$ cat src/hdl/i2cmts_pkg.sv
`timescale 1ns / 1ps
`default_nettype none
// ----------------------------------------------------------------------------
// i2cmts_pkg: shared types and codes of the I2C transaction sequencer
// Holds the command, result and operation codes and the word layouts of the
// input and result channels.
// ----------------------------------------------------------------------------
package i2cmts_pkg;

    // operation codes of an input word
    localparam logic [1:0] OP_START = 2'd0;
    localparam logic [1:0] OP_EVENT = 2'd1;
    localparam logic [1:0] OP_TICK  = 2'd2;

    // bus engine commands
    localparam logic [2:0] CMD_NONE      = 3'd0;
    localparam logic [2:0] CMD_ADDR      = 3'd1;
    localparam logic [2:0] CMD_DATA      = 3'd2;
    localparam logic [2:0] CMD_STOP      = 3'd3;
    localparam logic [2:0] CMD_ACK_RECV  = 3'd4;
    localparam logic [2:0] CMD_NACK_STOP = 3'd5;

    // transaction result codes
    localparam logic [2:0] RES_UNKNOWN   = 3'd0;
    localparam logic [2:0] RES_OK        = 3'd1;
    localparam logic [2:0] RES_FAIL      = 3'd2;
    localparam logic [2:0] RES_ARB_LOST  = 3'd3;
    localparam logic [2:0] RES_BUS_ERROR = 3'd4;
    localparam logic [2:0] RES_NACK      = 3'd5;

    // address byte direction bit
    localparam logic READ_BIT = 1'b1;

    // configuration register indexes and reset values
    localparam logic REG_IDLE_TIMEOUT = 1'b0;
    localparam logic [7:0] TIMEOUT_RESET = 8'd5;

    localparam logic [7:0] COUNT_MAX = 8'hFF;

    typedef struct packed {
        logic [1:0] operation;
        logic [6:0] slave_address;
        logic [7:0] write_count;
        logic [7:0] read_count;
        logic [7:0] next_write_byte;
        logic       bus_error;
        logic       arbitration_lost;
        logic       write_done_flag;
        logic       read_done_flag;
        logic       slave_nacked;
        logic [7:0] received_byte;
    } t_in_word;

    typedef struct packed {
        logic [2:0] bus_command;
        logic [7:0] bus_byte;
        logic       read_valid;
        logic [7:0] read_data;
        logic       clear_error_flags;
        logic       busy_res;
        logic [2:0] result_code;
        logic       restarted;
    } t_out_word;

endpackage
`default_nettype wire

$ cat src/hdl/i2c_master_transaction_sequencer.sv
`timescale 1ns / 1ps
`default_nettype none
// ----------------------------------------------------------------------------
// i2c_master_transaction_sequencer: I2C write-then-read command sequencer
// Turns start requests, bus engine events and one-second ticks into the next
// bus engine command, tracking the transaction state and an idle watchdog.
// ----------------------------------------------------------------------------
// Pipeline: one input register, one result register, all decisions made
//   combinationally between them.
// Throughput: one word per cycle while results are taken; the input side
//   keeps taking words while a finished result waits, up to one word held in
//   the input register.
// Reset (synchronous, active low): no transaction busy, result unknown,
//   counters and address zero, idle timeout 5 seconds, both stages empty.
// ----------------------------------------------------------------------------
module i2c_master_transaction_sequencer (
    input  wire                    i_clk,
    input  wire                    i_rst_n,
    // input channel
    input  wire                    i_in_valid,
    output logic                   o_in_ready,
    input  i2cmts_pkg::t_in_word   i_in_word,
    // result channel
    output logic                   o_out_valid,
    input  wire                    i_out_ready,
    output i2cmts_pkg::t_out_word  o_out_word,
    // configuration port
    input  wire                    psel,
    input  wire                    penable,
    input  wire                    pwrite,
    input  wire  [2:0]             paddr,
    input  wire  [31:0]            pwdata,
    output logic [31:0]            prdata,
    output logic                   pready
);

    // ------------------------------------------------------------------
    // Configuration register
    // ------------------------------------------------------------------
    logic [7:0] r_idle_timeout;
    logic       cfg_write;

    assign pready    = 1'b1;
    assign cfg_write = psel && penable && pwrite && (paddr[2] == i2cmts_pkg::REG_IDLE_TIMEOUT);

    always_comb begin
        prdata = '0;
        if (paddr[2] == i2cmts_pkg::REG_IDLE_TIMEOUT) begin
            prdata[7:0] = r_idle_timeout;
        end
    end

    always_ff @(posedge i_clk) begin
        if (!i_rst_n) begin
            r_idle_timeout <= i2cmts_pkg::TIMEOUT_RESET;
        end else if (cfg_write) begin
            r_idle_timeout <= pwdata[7:0];
        end
    end

    // ------------------------------------------------------------------
    // Pipeline control: input register feeds the result register
    // ------------------------------------------------------------------
    logic                  r_in_valid;
    i2cmts_pkg::t_in_word  r_in;
    logic                  r_out_valid;
    i2cmts_pkg::t_out_word r_out;
    i2cmts_pkg::t_out_word n_out;
    logic                  out_free;
    logic                  s1_move;

    // result register frees up when empty or being taken this cycle
    assign out_free   = !r_out_valid || i_out_ready;
    assign s1_move    = r_in_valid && out_free;
    assign o_in_ready = !r_in_valid || out_free;

    assign o_out_valid = r_out_valid;
    assign o_out_word  = r_out;

    always_ff @(posedge i_clk) begin
        if (!i_rst_n) begin
            r_in_valid  <= 1'b0;
            r_out_valid <= 1'b0;
        end else begin
            if (o_in_ready) begin
                r_in_valid <= i_in_valid;
            end
            if (out_free) begin
                r_out_valid <= r_in_valid;
            end
        end
    end

    // capture payloads; no reset needed
    always_ff @(posedge i_clk) begin
        if (o_in_ready && i_in_valid) begin
            r_in <= i_in_word;
        end
        if (s1_move) begin
            r_out <= n_out;
        end
    end

    // ------------------------------------------------------------------
    // Transaction state
    // ------------------------------------------------------------------
    logic       r_busy;
    logic [2:0] r_last_result;
    logic [6:0] r_target_address;
    logic [7:0] r_writes_left;
    logic [7:0] r_reads_wanted;
    logic [7:0] r_reads_done;
    logic [7:0] r_idle_seconds;

    logic       n_busy;
    logic [2:0] n_last_result;
    logic [6:0] n_target_address;
    logic [7:0] n_writes_left;
    logic [7:0] n_reads_wanted;
    logic [7:0] n_reads_done;
    logic [7:0] n_idle_seconds;

    logic [7:0] reads_done_inc;
    logic [7:0] idle_inc;

    // saturating counters: hold at the top value
    assign reads_done_inc = (r_reads_done == i2cmts_pkg::COUNT_MAX) ?
                            r_reads_done : r_reads_done + 8'd1;
    assign idle_inc       = (r_idle_seconds == i2cmts_pkg::COUNT_MAX) ?
                            r_idle_seconds : r_idle_seconds + 8'd1;

    always_comb begin
        n_busy           = r_busy;
        n_last_result    = r_last_result;
        n_target_address = r_target_address;
        n_writes_left    = r_writes_left;
        n_reads_wanted   = r_reads_wanted;
        n_reads_done     = r_reads_done;
        n_idle_seconds   = r_idle_seconds;

        n_out                   = '0;
        n_out.bus_command       = i2cmts_pkg::CMD_NONE;

        unique case (r_in.operation)
            i2cmts_pkg::OP_START: begin
                // load a new transaction; replaces any one in flight
                n_busy           = 1'b1;
                n_last_result    = i2cmts_pkg::RES_UNKNOWN;
                n_target_address = r_in.slave_address;
                n_writes_left    = r_in.write_count;
                n_reads_wanted   = r_in.read_count;
                n_reads_done     = '0;
                if (r_in.write_count != '0) begin
                    n_out.bus_command = i2cmts_pkg::CMD_ADDR;
                    n_out.bus_byte    = {r_in.slave_address, ~i2cmts_pkg::READ_BIT};
                end else if (r_in.read_count != '0) begin
                    n_out.bus_command = i2cmts_pkg::CMD_ADDR;
                    n_out.bus_byte    = {r_in.slave_address, i2cmts_pkg::READ_BIT};
                end
            end
            i2cmts_pkg::OP_EVENT: begin
                // bus error outranks arbitration loss, then write, then read
                priority if (r_in.bus_error || r_in.arbitration_lost) begin
                    n_last_result = r_in.bus_error ? i2cmts_pkg::RES_BUS_ERROR :
                                                     i2cmts_pkg::RES_ARB_LOST;
                    n_out.clear_error_flags = 1'b1;
                    n_busy = 1'b0;
                end else if (r_in.write_done_flag) begin
                    n_idle_seconds = '0;
                    priority if (r_in.slave_nacked) begin
                        n_out.bus_command = i2cmts_pkg::CMD_STOP;
                        n_last_result     = i2cmts_pkg::RES_NACK;
                        n_busy            = 1'b0;
                    end else if (r_writes_left != '0) begin
                        n_writes_left     = r_writes_left - 8'd1;
                        n_out.bus_command = i2cmts_pkg::CMD_DATA;
                        n_out.bus_byte    = r_in.next_write_byte;
                    end else if (r_reads_done < r_reads_wanted) begin
                        // repeated start toward the read phase
                        n_out.bus_command = i2cmts_pkg::CMD_ADDR;
                        n_out.bus_byte    = {r_target_address, i2cmts_pkg::READ_BIT};
                    end else begin
                        n_out.bus_command = i2cmts_pkg::CMD_STOP;
                        n_last_result     = i2cmts_pkg::RES_OK;
                        n_busy            = 1'b0;
                    end
                end else if (r_in.read_done_flag) begin
                    n_out.read_valid = 1'b1;
                    n_out.read_data  = r_in.received_byte;
                    n_reads_done     = reads_done_inc;
                    if (reads_done_inc < r_reads_wanted) begin
                        n_out.bus_command = i2cmts_pkg::CMD_ACK_RECV;
                    end else begin
                        n_out.bus_command = i2cmts_pkg::CMD_NACK_STOP;
                        n_last_result     = i2cmts_pkg::RES_OK;
                        n_busy            = 1'b0;
                    end
                end else begin
                    // event with no flag: drop the transaction
                    n_last_result = i2cmts_pkg::RES_FAIL;
                    n_busy        = 1'b0;
                end
            end
            i2cmts_pkg::OP_TICK: begin
                // idle watchdog: fire once the count passes the timeout
                n_idle_seconds = idle_inc;
                if (idle_inc > r_idle_timeout) begin
                    n_idle_seconds  = '0;
                    n_last_result   = i2cmts_pkg::RES_UNKNOWN;
                    n_busy          = 1'b0;
                    n_out.restarted = 1'b1;
                end
            end
            default: begin
                // unused operation code: no state change
            end
        endcase

        n_out.busy_res    = n_busy;
        n_out.result_code = n_last_result;
    end

    always_ff @(posedge i_clk) begin
        if (!i_rst_n) begin
            r_busy           <= 1'b0;
            r_last_result    <= i2cmts_pkg::RES_UNKNOWN;
            r_target_address <= '0;
            r_writes_left    <= '0;
            r_reads_wanted   <= '0;
            r_reads_done     <= '0;
            r_idle_seconds   <= '0;
        end else if (s1_move) begin
            r_busy           <= n_busy;
            r_last_result    <= n_last_result;
            r_target_address <= n_target_address;
            r_writes_left    <= n_writes_left;
            r_reads_wanted   <= n_reads_wanted;
            r_reads_done     <= n_reads_done;
            r_idle_seconds   <= n_idle_seconds;
        end
    end

`ifndef SYNTHESIS
    // a watchdog restart always leaves the block idle with an unknown result
    a_restart_idle: assert property (@(posedge i_clk) disable iff (!i_rst_n)
        (r_out_valid && r_out.restarted) |->
            (!r_out.busy_res && r_out.result_code == i2cmts_pkg::RES_UNKNOWN))
        else $error("watchdog restart left busy or a result set");

    // the idle counter is cleared right after a restart
    a_restart_clears_idle: assert property (@(posedge i_clk) disable iff (!i_rst_n)
        (s1_move && n_out.restarted) |=> (r_idle_seconds == '0))
        else $error("idle counter not cleared on restart");

    // a delivered read byte always comes with a receive or nack-stop command
    a_read_cmd: assert property (@(posedge i_clk) disable iff (!i_rst_n)
        (r_out_valid && r_out.read_valid) |->
            (r_out.bus_command == i2cmts_pkg::CMD_ACK_RECV ||
             r_out.bus_command == i2cmts_pkg::CMD_NACK_STOP))
        else $error("read byte without matching command");

    // clearing the error flags ends the transaction with an error result
    a_clear_ends: assert property (@(posedge i_clk) disable iff (!i_rst_n)
        (r_out_valid && r_out.clear_error_flags) |->
            (!r_out.busy_res &&
             (r_out.result_code == i2cmts_pkg::RES_BUS_ERROR ||
              r_out.result_code == i2cmts_pkg::RES_ARB_LOST)))
        else $error("error flag clear without error result");
`endif

endmodule
`default_nettype wire

$ cat config.mk
export PLATFORM = sky130hd
export DESIGN_NAME = i2c_master_transaction_sequencer
export DESIGN_NICKNAME = d
export VERILOG_FILES = /design/src/hdl/i2cmts_pkg.sv /design/src/hdl/i2c_master_transaction_sequencer.sv
export SDC_FILE = /design/constraint.sdc
export NUM_CORES = 1
export LEC_CHECK = 0
export BUFFER_PORTS_ARGS = -buffer_cell sky130_fd_sc_hd__buf_2
export CELL_PAD_IN_SITES_DETAIL_PLACEMENT = 1
export CELL_PAD_IN_SITES_GLOBAL_PLACEMENT = 2
export CORE_MARGIN = 2
export CORE_UTILIZATION = 30
export CTS_BUF_LIST = sky130_fd_sc_hd__clkbuf_16
export DETAILED_ROUTE_END_ITERATION = 6
export PLACE_DENSITY = 0.82
export SETUP_SLACK_MARGIN = 0.02
export SYNTH_ARGS = -nofsm -noshare
export SYNTH_HDL_FRONTEND = slang
export SYNTH_SLANG_ARGS = --single-unit
$ cat constraint.sdc
create_clock -name i_clk -period 8.6 [get_ports i_clk]
set_input_delay 2.15 -clock i_clk [delete_from_list [all_inputs] [get_ports i_clk]]
set_output_delay 2.15 -clock i_clk [all_outputs]
set_load 0.02 [all_outputs]
==> impl_results.md, run 1 <==
- Distinct cell type count after synthesis: a little over 60
- HPWL Detailed: 11200 um
- Synthesized flop and latch total: between 100 and 150
- Crit path time final: 4.88 ns
- Max Clock Skew: around 0.0094 ns
- Worst Tran Pin Value: 1.19 ns
- Number of synthesized flops with an enable pin: 72
- Slowest stage delay, CP: 0.22 ns
- Tot GR Track Use: 0.150
- Max IR drop VDD: 147 uV
- Slew margin rel.: 0.204
- Clock transition at the registers of the reported paths: 0.06 ns
- # rows: 51
- Max Slew Vio Count: 0
- Power per cell area: between 200 and 250 nW/um2
- Grt ovf: 0
- Req. time, crit path: 6.45 ns
- Area Growth Syn to Fin: 20.8%
- Drt total wl: 15400 um
- Crit share post-route: 0.567
- Final Hold Fails: 0
- Slowest CP cell: nor2b_1
- Synthesized area per cell: 10.0 um2
- Power share of the sequential group: 0.439
- CTS resizes: 0
- Hold WS: around 0.46 ns
- ANT nets after route: 0
- Ys flop type: edfxtp_1
- Int Pwr: approximately 1200 uW
- Sw power: 375 uW
- CTS tree: done
- Synth Cell Area: between 5000 and 6000 um2
- Routed length per instance: 15.9 um
- Setup Fix Bufs, Post-CTS: 0
- Critical path arrival: 2.73 ns
- Fin Setup TNS: 0 ns
- Drt first-iter violations: approximately 160
- First-pass GRT wire length: 25500 um
- Clk_lat worst skew: 0.41 ns
- RSZ-0062 raised after global routing: no
- Layout cell share with drive strength beyond 1: 0.210
- Commonest non-fill, non-tap cell in the layout: buf_2
- Combinational share of power: 0.077
- Fillers: 2283
- H-tree depth: 4
- Crit path max-delay family: simple AND/OR/NAND/NOR gates
- DR vias/cell: between 4 and 5
- CP most frequent cell: buf_2
- First-pass iteration count of the detailed router: 5
- # DRC: 0
- Ant diodes: 0
- Initial antenna violation count: 0
- Final Wtd Congestion: 0.807
- Number of buffers created by CTS: 17
- CTS Sinks: 125
- Clock network power share: 0.485
- Largest net degree at the start of global routing: 47
- Max Clock Freq: 205 MHz
- Die Span Y: ~150 um
- Critical path launch point type: primary input
- Crit path buffers/inverters: 2
- Max-Cap Viols: 0
- Crit-path max FO: 4
- Clk root buf: clkbuf_16
- Final net count: between 800 and 900
- Bufs on Longest Clock Path: 2
- Yosys warns: 0
- Area of the core: approximately 20000 um2
- Die area: roughly 21000 um2
- Most frequent cells in the layout: 97 x buf_2, 86 x nand2_1, 72 x edfxtp_1
- Crit end category: output port
- Final setup vio count: 0
- Vias in the first global route: between 5000 and 6000
- Hold buffer count at CTS: 0
- Leak Pwr: between 0.002 and 0.003 uW
- Synth Instances: between 500 and 600
- Sw Share: 0.245
- Ports: roughly 150
- Status: completed
- Width of the die: 145 um
- HP Class: reg -> reg
- WS Path Type: in -> out
- Fraction of registers with async set/reset: 0
- DR vias: 4750
- # port buffers: 97
- Sequential share of the synthesized area: 0.538
- Initial core utilization: 0.307
- CP cell instances: buf_2 > nor2b_1 > nand2_1 > buf_2
area by class of cell:
type | count | area (um2) | share of cell area
inverter | 25 | 93.8 | 0.0130
tap | 265 | 332 | 0.0458
timing repair buffer | 99 | 500 | 0.0691
clock buffer | 17 | 425 | 0.0587
sequential | 125 | 3220 | 0.445
clock inverter | 15 | 186 | 0.0257
multi-input combinational | 425 | 2480 | 0.343
worst min-delay path, cell delays in order, from the launching register on:
cell and delay [ns]:
dfxtp_1 0.31, nand2_1 0.05, a21oi_1 0.05
Yosys cell counts (7+ instances only):
library cell	n	area (um2)
a22oi_1	22	165
dfxtp_1	53	1060
nand2_1	86	323
buf_4	25	188
nor3_1	14	70.1
and2_1	9	56.3
inv_1	25	93.8
clkbuf_1	17	63.8
edfxtp_1	72	2160
nor4_1	7	43.8
ha_1	25	313
o21ai_0	21	105
a21oi_1	51	255
nand3_1	14	70.1
nor2_1	62	233
power groups by stage:
| stage | Sequential (uW) | Combinational (uW) | Clock, uW |
|---|---|---|---|
| finish | 672 | 117 | 742 |
| global route | 676 | 130 | 778 |
| CTS | 673 | 118 | 754 |
| detailed placement | 685 | 117 | 0 |
| global placement | 684 | 114 | 0 |
| floorplan | 688 | 78.0 | 0 |
logic make-up (layout without fill, tap and decap cells):
family,Yosys count,after routing,synth area share
compound gates,138,138,0.151
fa+ha+maj,25,25,0.0522
buf+inv,72,156,0.0626
mux,3,3,0.00563
flops,125,125,0.538
xor+xnor,6,6,0.00876
simple gates,228,228,0.181
other cells,2,25,0.00125
worst paths after layout:
check / endpoint / cells after the start / from / slack, ns
max: o_in_ready / 4 / i_out_ready / 3.72
min: r_idle_timeout[1]$_SDFFE_PN0P_ / 2 / r_idle_timeout[1]$_SDFFE_PN0P_ / 0.46
max reg2reg: r_last_result[1]$_SDFFE_PN0P_ / 11 / r_idle_seconds[0]$_SDFFE_PN0P_ / 4.76
min reg2reg: r_idle_timeout[1]$_SDFFE_PN0P_ / 2 / r_idle_timeout[1]$_SDFFE_PN0P_ / 0.46
per-layer routing:
| layer | GRT usage | up-vias | share of wire |
|---|---|---|---|
| met5 | 0 | - | 0 |
| met4 | 0.0569 | 0 | 0.019 |
| met3 | 0.0439 | 17 | 0.056 |
| met2 | 0.262 | 121 | 0.50 |
| met1 | 0.175 | 2321 | 0.43 |
| li1 | - | 2291 | - |
state kept, by name (all words and copies together), names as in the netlist, 7 cells and up:
| register | count |
|---|---|
| r_reads_done | 8 |
| r_reads_wanted | 8 |
| r_target_address | 7 |
| r_idle_timeout | 8 |
| o_out_word | 26 |
| r_in | 46 |
| r_writes_left | 8 |
| r_idle_seconds | 8 |
metrics by stage:
| stage | worst slack, ns | area (um2) | util | std cells | total power [uW] |
|---|---|---|---|---|---|
| CTS | 3.72 | 7250 | 0.371 | 971 | 1550 |
| detailed placement | 3.73 | 6630 | 0.340 | 939 | 803 |
| floorplan | 3.80 | 6080 | - | 622 | 766 |
| global route | 3.69 | 7250 | 0.371 | 971 | 1580 |
| global placement | 3.75 | 6630 | 0.340 | 939 | 797 |
| finish | 3.72 | 7250 | 0.371 | 971 | 1530 |
No activity file was read; power rests on OpenSTA's default activity.
==> run 2, diff against run 1 <==
- clock period: 8.6 -> 4.8 ns (I/O delays scaled with it)
==> impl_results.md, run 2 (same netlist as run 1, synthesis figures left out) <==
- Status: completed
- Most frequent cells in the layout: 97 x buf_2, 86 x nand2_1, 72 x edfxtp_1
- Largest net degree at the start of global routing: 47
- Hold WS: 0.456 ns
- Register name with the most flops: r_in
- Fin Setup TNS: 0 ns
- WS Path Type: reg -> reg
- Max Clock Skew: 0.00914 ns
- Critical path launch point type: flip-flop
- Crit end category: flip-flop
- HPWL Detailed: 11300 um
- Final core utilization: 0.369
- Width of the die: roughly 150 um
- M2 GR Usage: 0.266
- Post-route insts no fill: 971
- ANT nets after route: 0
- CTS resizes: 0
- Bufs on Longest Clock Path: 2
- Slew margin rel.: 0.213
- Total Power: ~2600 uW
- Combinational share of power: 0.079
- Crit share post-route: 0.773
- CTS tree: done
- Worst Tran Pin Value: 1.17 ns
- Met1 GRT Util: 0.178
- Grt ovf: 0
- Grt met3 use: 0.0502
- # rows: 51
- Commonest non-fill, non-tap cell in the layout: buf_2
- Final net count: between 800 and 900
- Die area: 21100 um2
- Sw Share: 0.255
- # DRC: 0
- Hold buffer count at CTS: 0
- Final setup vio count: 0
- First-pass iteration count of the detailed router: 4
- HP Class: reg -> reg
- Crit path time final: roughly 3.7 ns
- Power share of the sequential group: 0.457
- Slowest CP cell: a2111oi_1
- Int Pwr: 1970 uW
- Ports: 149
- Clk root buf: clkbuf_16
- Drt total wl: roughly 16000 um
- Vias in the first global route: 5210
- # port buffers: 97
- Initial core utilization: 0.307
- Critical path arrival: 3.95 ns
- Layout cell share with drive strength beyond 1: 0.210
- Setup Fix Bufs, Post-CTS: 0
- Clk_lat worst skew: 0.42 ns
- Max-Cap Viols: 0
- Global routing's busiest layer: met2
- Max Slew Vio Count: 0
- DR vias: about 4700
- Clock transition at the registers of the reported paths: ~0.060 ns
- Ant diodes: 0
- Drt first-iter violations: about 220
- Area Growth Syn to Fin: 20.1%
- Max reg flops: 46
- Max Clock Freq: 270 MHz
- Die Span Y: 145 um
- Req. time, crit path: 5.04 ns
- Max IR drop VDD: 369 uV
- Clock network power share: 0.464
- Initial antenna violation count: 0
- Crit-path max FO: 8
- Routed length per instance: around 16 um
- CTS Sinks: 125
- Sw power: between 600 and 700 uW
- Fillers: 2278
- RSZ-0062 raised after global routing: no
- Area of the core: 19500 um2
- CP cell instances: ha_1 > and4_1 > and4_1 > mux2_2 > ha_1 > nor2b_1 > o2111ai_1 > a2111oi_1 > nor3_1 > a2111oi_0 > a211oi_1
- Number of buffers created by CTS: 17
- Slowest stage delay, CP: ~0.54 ns
- Final Hold Fails: 0
- Leak Pwr: 0.00278 uW
- Dpl cells: 939
- H-tree depth: 4
- First-pass GRT wire length: 26100 um
- Final Wtd Congestion: 0.825
- Tot GR Track Use: 0.153
- DR vias/cell: 4.85
- Power per cell area: 367 nW/um2
run 2: worst max-delay path, delay by kind of cell (launching register included):
kind / cells / cell delay [ns]
flip-flops: 1 / 0.44
multiplexers: 1 / 0.39
AO/OA/AOI/OAI: 4 / 1.23
adder cells (fa/ha/maj): 2 / 0.52
AND/OR/NAND/NOR: 4 / 0.94
run 2: per-layer routing:
layer,wire length [um],part of all wire
met1,6880,0.44
met5,0,0
met3,874,0.056
met4,228,0.015
met2,7720,0.49
run 2: cell type report:
| class | instances | area [um2] | share of cell area |
|---|---|---|---|
| timing repair buffer | 99 | 500 | 0.0695 |
| clock inverter | 15 | 139 | 0.0193 |
| inverter | 25 | 93.8 | 0.0130 |
| multi-input combinational | 425 | 2480 | 0.345 |
| clock buffer | 17 | 425 | 0.0591 |
| tap | 265 | 332 | 0.0461 |
| sequential | 125 | 3220 | 0.448 |
run 2: path summary, 6_finish.rpt:
| kind | from | endpoint | slack (ns) | depth (start not counted) |
|---|---|---|---|---|
| worst max-delay path | r_idle_seconds[0]$_SDFFE_PN0P_ | r_last_result[1]$_SDFFE_PN0P_ | 1.09 | 11 |
| worst min-delay path | r_idle_timeout[7]$_SDFFE_PN0P_ | r_idle_timeout[7]$_SDFFE_PN0P_ | 0.46 | 2 |
| worst max register to register | r_idle_seconds[0]$_SDFFE_PN0P_ | r_last_result[1]$_SDFFE_PN0P_ | 1.09 | 11 |
| worst min register to register | r_idle_timeout[7]$_SDFFE_PN0P_ | r_idle_timeout[7]$_SDFFE_PN0P_ | 0.46 | 2 |
run 2: power groups by stage:
stage / clock network (uW) / logic, uW / registers, uW
finish: 1220 / 209 / 1210
global route: 1300 / 232 / 1210
CTS: 1250 / 211 / 1210
detailed placement: 0 / 210 / 1230
global placement: 0 / 203 / 1230
floorplan: 0 / 140 / 1230
run 2: stage by stage:
stage                     cell area, um2  worst slack (ns)
after floorplan                     6080              1.49
after CTS                           7200              1.10
after detailed placement            6630              1.12
after global routing                7200             0.753
final                               7200              1.09
after global placement              6630              1.19
==> run 3, diff against run 2 <==
- ABC_AREA: unset -> 1
- CORE_UTILIZATION: 30 -> 29
- PLACE_DENSITY: 0.82 -> 0.85
- clock period: 4.8 -> 3.22 ns (I/O delays scaled with it)
==> impl_results.md, run 3 <==
- Area of the core: 20200 um2
- Bufs on Longest Clock Path: 2
- Crit-path max FO: 3
- Met1 GRT Util: 0.182
- Status: completed
- Leak Pwr: between 0.003 and 0.004 uW
- Ant diodes: 0
- Final core utilization: 0.367
- Fraction of registers with async set/reset: 0
- # port buffers: slightly below 100
- Most frequent cells in the layout: 99 x nand2_1, 97 x buf_2, 93 x inv_1
- ANT nets after route: 0
- Initial core utilization: 0.296
- Grt ovf: 0
- Ports: 149
- Worst Tran Pin Value: 0.815 ns
- Distinct cell type count after synthesis: 38
- HPWL Detailed: ~11000 um
- Grt met3 use: 0.0293
- Final Hold Fails: 0
- Max Clock Skew: 0.0104 ns
- Initial antenna violation count: 0
- Power share of the sequential group: 0.449
- Cell taking the most area after synthesis: edfxtp_1
- Critical path arrival: 3.17 ns
- Critical path launch point type: flip-flop
- Clock network power share: 0.457
- Number of synthesized flops with an enable pin: 72
- Synth cell count leaders: 101 x nand2_1, 94 x inv_1, 72 x edfxtp_1
- Routed length per instance: 14.8 um
- Max Slew Vio Count: 0
- Global routing's busiest layer: met2
- Combinational share of power: 0.094
- Final net count: 891
- Drt total wl: 15700 um
- Placed inst area: a little under 7000 um2
- # rows: 52
- Commonest non-fill, non-tap cell in the layout: nand2_1
- Final setup margin: roughly 0.23 ns
- Tot GR Track Use: 0.149
- Finished Cell Area: roughly 7400 um2
- Max Clock Freq: 334 MHz
- Max IR drop VDD: approximately 320 uV
- First-pass GRT wire length: ~25000 um
- Drt first-iter violations: 219
- Sw Share: 0.265
- Synth Cell Area: 5990 um2
- Slew margin rel.: 0.455
- Synthesized area per cell: just over 9 um2
- Sequential share of the synthesized area: 0.538
- DR vias: 4748
- # DRC: 0
- DR vias/cell: 4.48
- Final setup vio count: 0
- WS Path Type: reg -> reg
- Final Wtd Congestion: 0.801
- Crit end category: flip-flop
- Die Span Y: 148 um
- HP Class: reg -> reg
- Sw power: 1070 uW
- Crit path time final: 2.99 ns
- Power per cell area: 542 nW/um2
- H-tree depth: 4
- CTS Sinks: 125
- Die area: 21800 um2
- Vias in the first global route: 4835
- Worst slack at placement: -0.150 ns
- Register name with the most flops: r_in
- RSZ-0062 raised after global routing: no
- Crit share post-route: 0.929
- Number of buffers created by CTS: 17
- CTS tree: done
- Max-Cap Viols: 0
- Clock transition at the registers of the reported paths: 0.06 ns
- First-pass iteration count of the detailed router: 4
- Synthesized flop and latch total: 125
- Max reg flops: 46
- Synth Instances: 654
- Clk_lat worst skew: 0.43 ns
- Area Growth Syn to Fin: 23.8%
- Top post-synthesis cells by area: edfxtp_1 36%, dfxtp_1 18%, nand2_1 6.3%
- Layout cell share with drive strength beyond 1: 0.239
- Width of the die: about 150 um
- Top-count cell post-synth: nand2_1
- Req. time, crit path: around 3.4 ns
- Post-synth top area share: 0.361
- M2 GR Usage: 0.258
- Ys flop type: edfxtp_1
- Int Pwr: 2960 uW
- Largest net degree at the start of global routing: 31
- Clk root buf: clkbuf_16
- Hold buffer count at CTS: 0
- Yosys warns: 0
[run 3: cells by family after synthesis]
logic type	share of synthesized area
and+or+nand+nor	0.162
buffers and inverters	0.104
AOI/OAI and AO/OA	0.127
DFF	0.538
adders and majority gates	0.0522
xor gates and xnor gates	0.0146
other	0.00125
muxes	0.00188
[run 3: metrics by stage]
step	hold slack [ns]	setup TNS (ns)	total power (uW)	instances
after floorplan	0.425	0	2090	677
after global placement	0.442	-0.217	2200	1027
after detailed placement	0.449	-1.61	2210	1027
after CTS	0.460	0	4070	1059
after global routing	0.477	0	4180	1061
final	0.454	0	4020	1061
[run 3: what timing repair did]
item / CTS / global route
endpoints found under the setup margin: 16 / 16
gates resized for setup: 2 / 9
setup buffers: 0 / 2
endpoints found under the hold margin: 0 / 0
pin swaps: 0 / 3
[run 3: critical path: stages (launching register included)]
cell      delay [ns]
dfxtp_1         0.34
ha_2            0.19
nand2_2         0.07
nor3_2          0.19
inv_1           0.08
nor2_1          0.09
inv_1           0.08
nor2_4          0.09
inv_1           0.06
nand4_1         0.08
xor2_1          0.19
inv_1           0.06
ha_1            0.29
nand2_1         0.07
nor2_2          0.10
nand2_1         0.07
o211ai_1        0.11
o21ai_2         0.14
o21ai_2         0.20
nand2_1         0.10
nand2_2         0.08
nand2_1         0.06
[run 3: power groups by stage]
stage / Clock (uW) / Sequential [uW] / Combinational [uW]
after global placement: 0 / 1840 / 367
after global routing: 1940 / 1810 / 426
after CTS: 1880 / 1810 / 381
after detailed placement: 0 / 1840 / 376
after floorplan: 0 / 1850 / 243
final: 1840 / 1810 / 379
[run 3: final cells by class]
type / count / area, um2
clock buffers: 17 / 425
clock inverters: 15 / 135
fillers: 2384 / 12800
inverters: 99 / 372
multi-input cells: 414 / 2260
flip-flops and latches: 125 / 3220
well taps: 270 / 338
repair buffers: 121 / 666
[run 3: metal layers]
layer,wire length [um],up-vias
met5,0,-
met4,277,0
met3,506,19
met2,8040,85
met1,6860,2256
li1,-,2388
[run 3: worst paths after layout]
check	from	end	slack [ns]	cells after the start
worst max-delay path	r_idle_seconds[0]$_SDFFE_PN0P_	o_out_word[4]$_DFFE_PP_	0.23	21
worst min-delay path	r_target_address[1]$_SDFFE_PN0P_	r_target_address[1]$_SDFFE_PN0P_	0.45	2
worst max register to register	r_idle_seconds[0]$_SDFFE_PN0P_	o_out_word[4]$_DFFE_PP_	0.23	21
worst min register to register	r_target_address[1]$_SDFFE_PN0P_	r_target_address[1]$_SDFFE_PN0P_	0.45	2
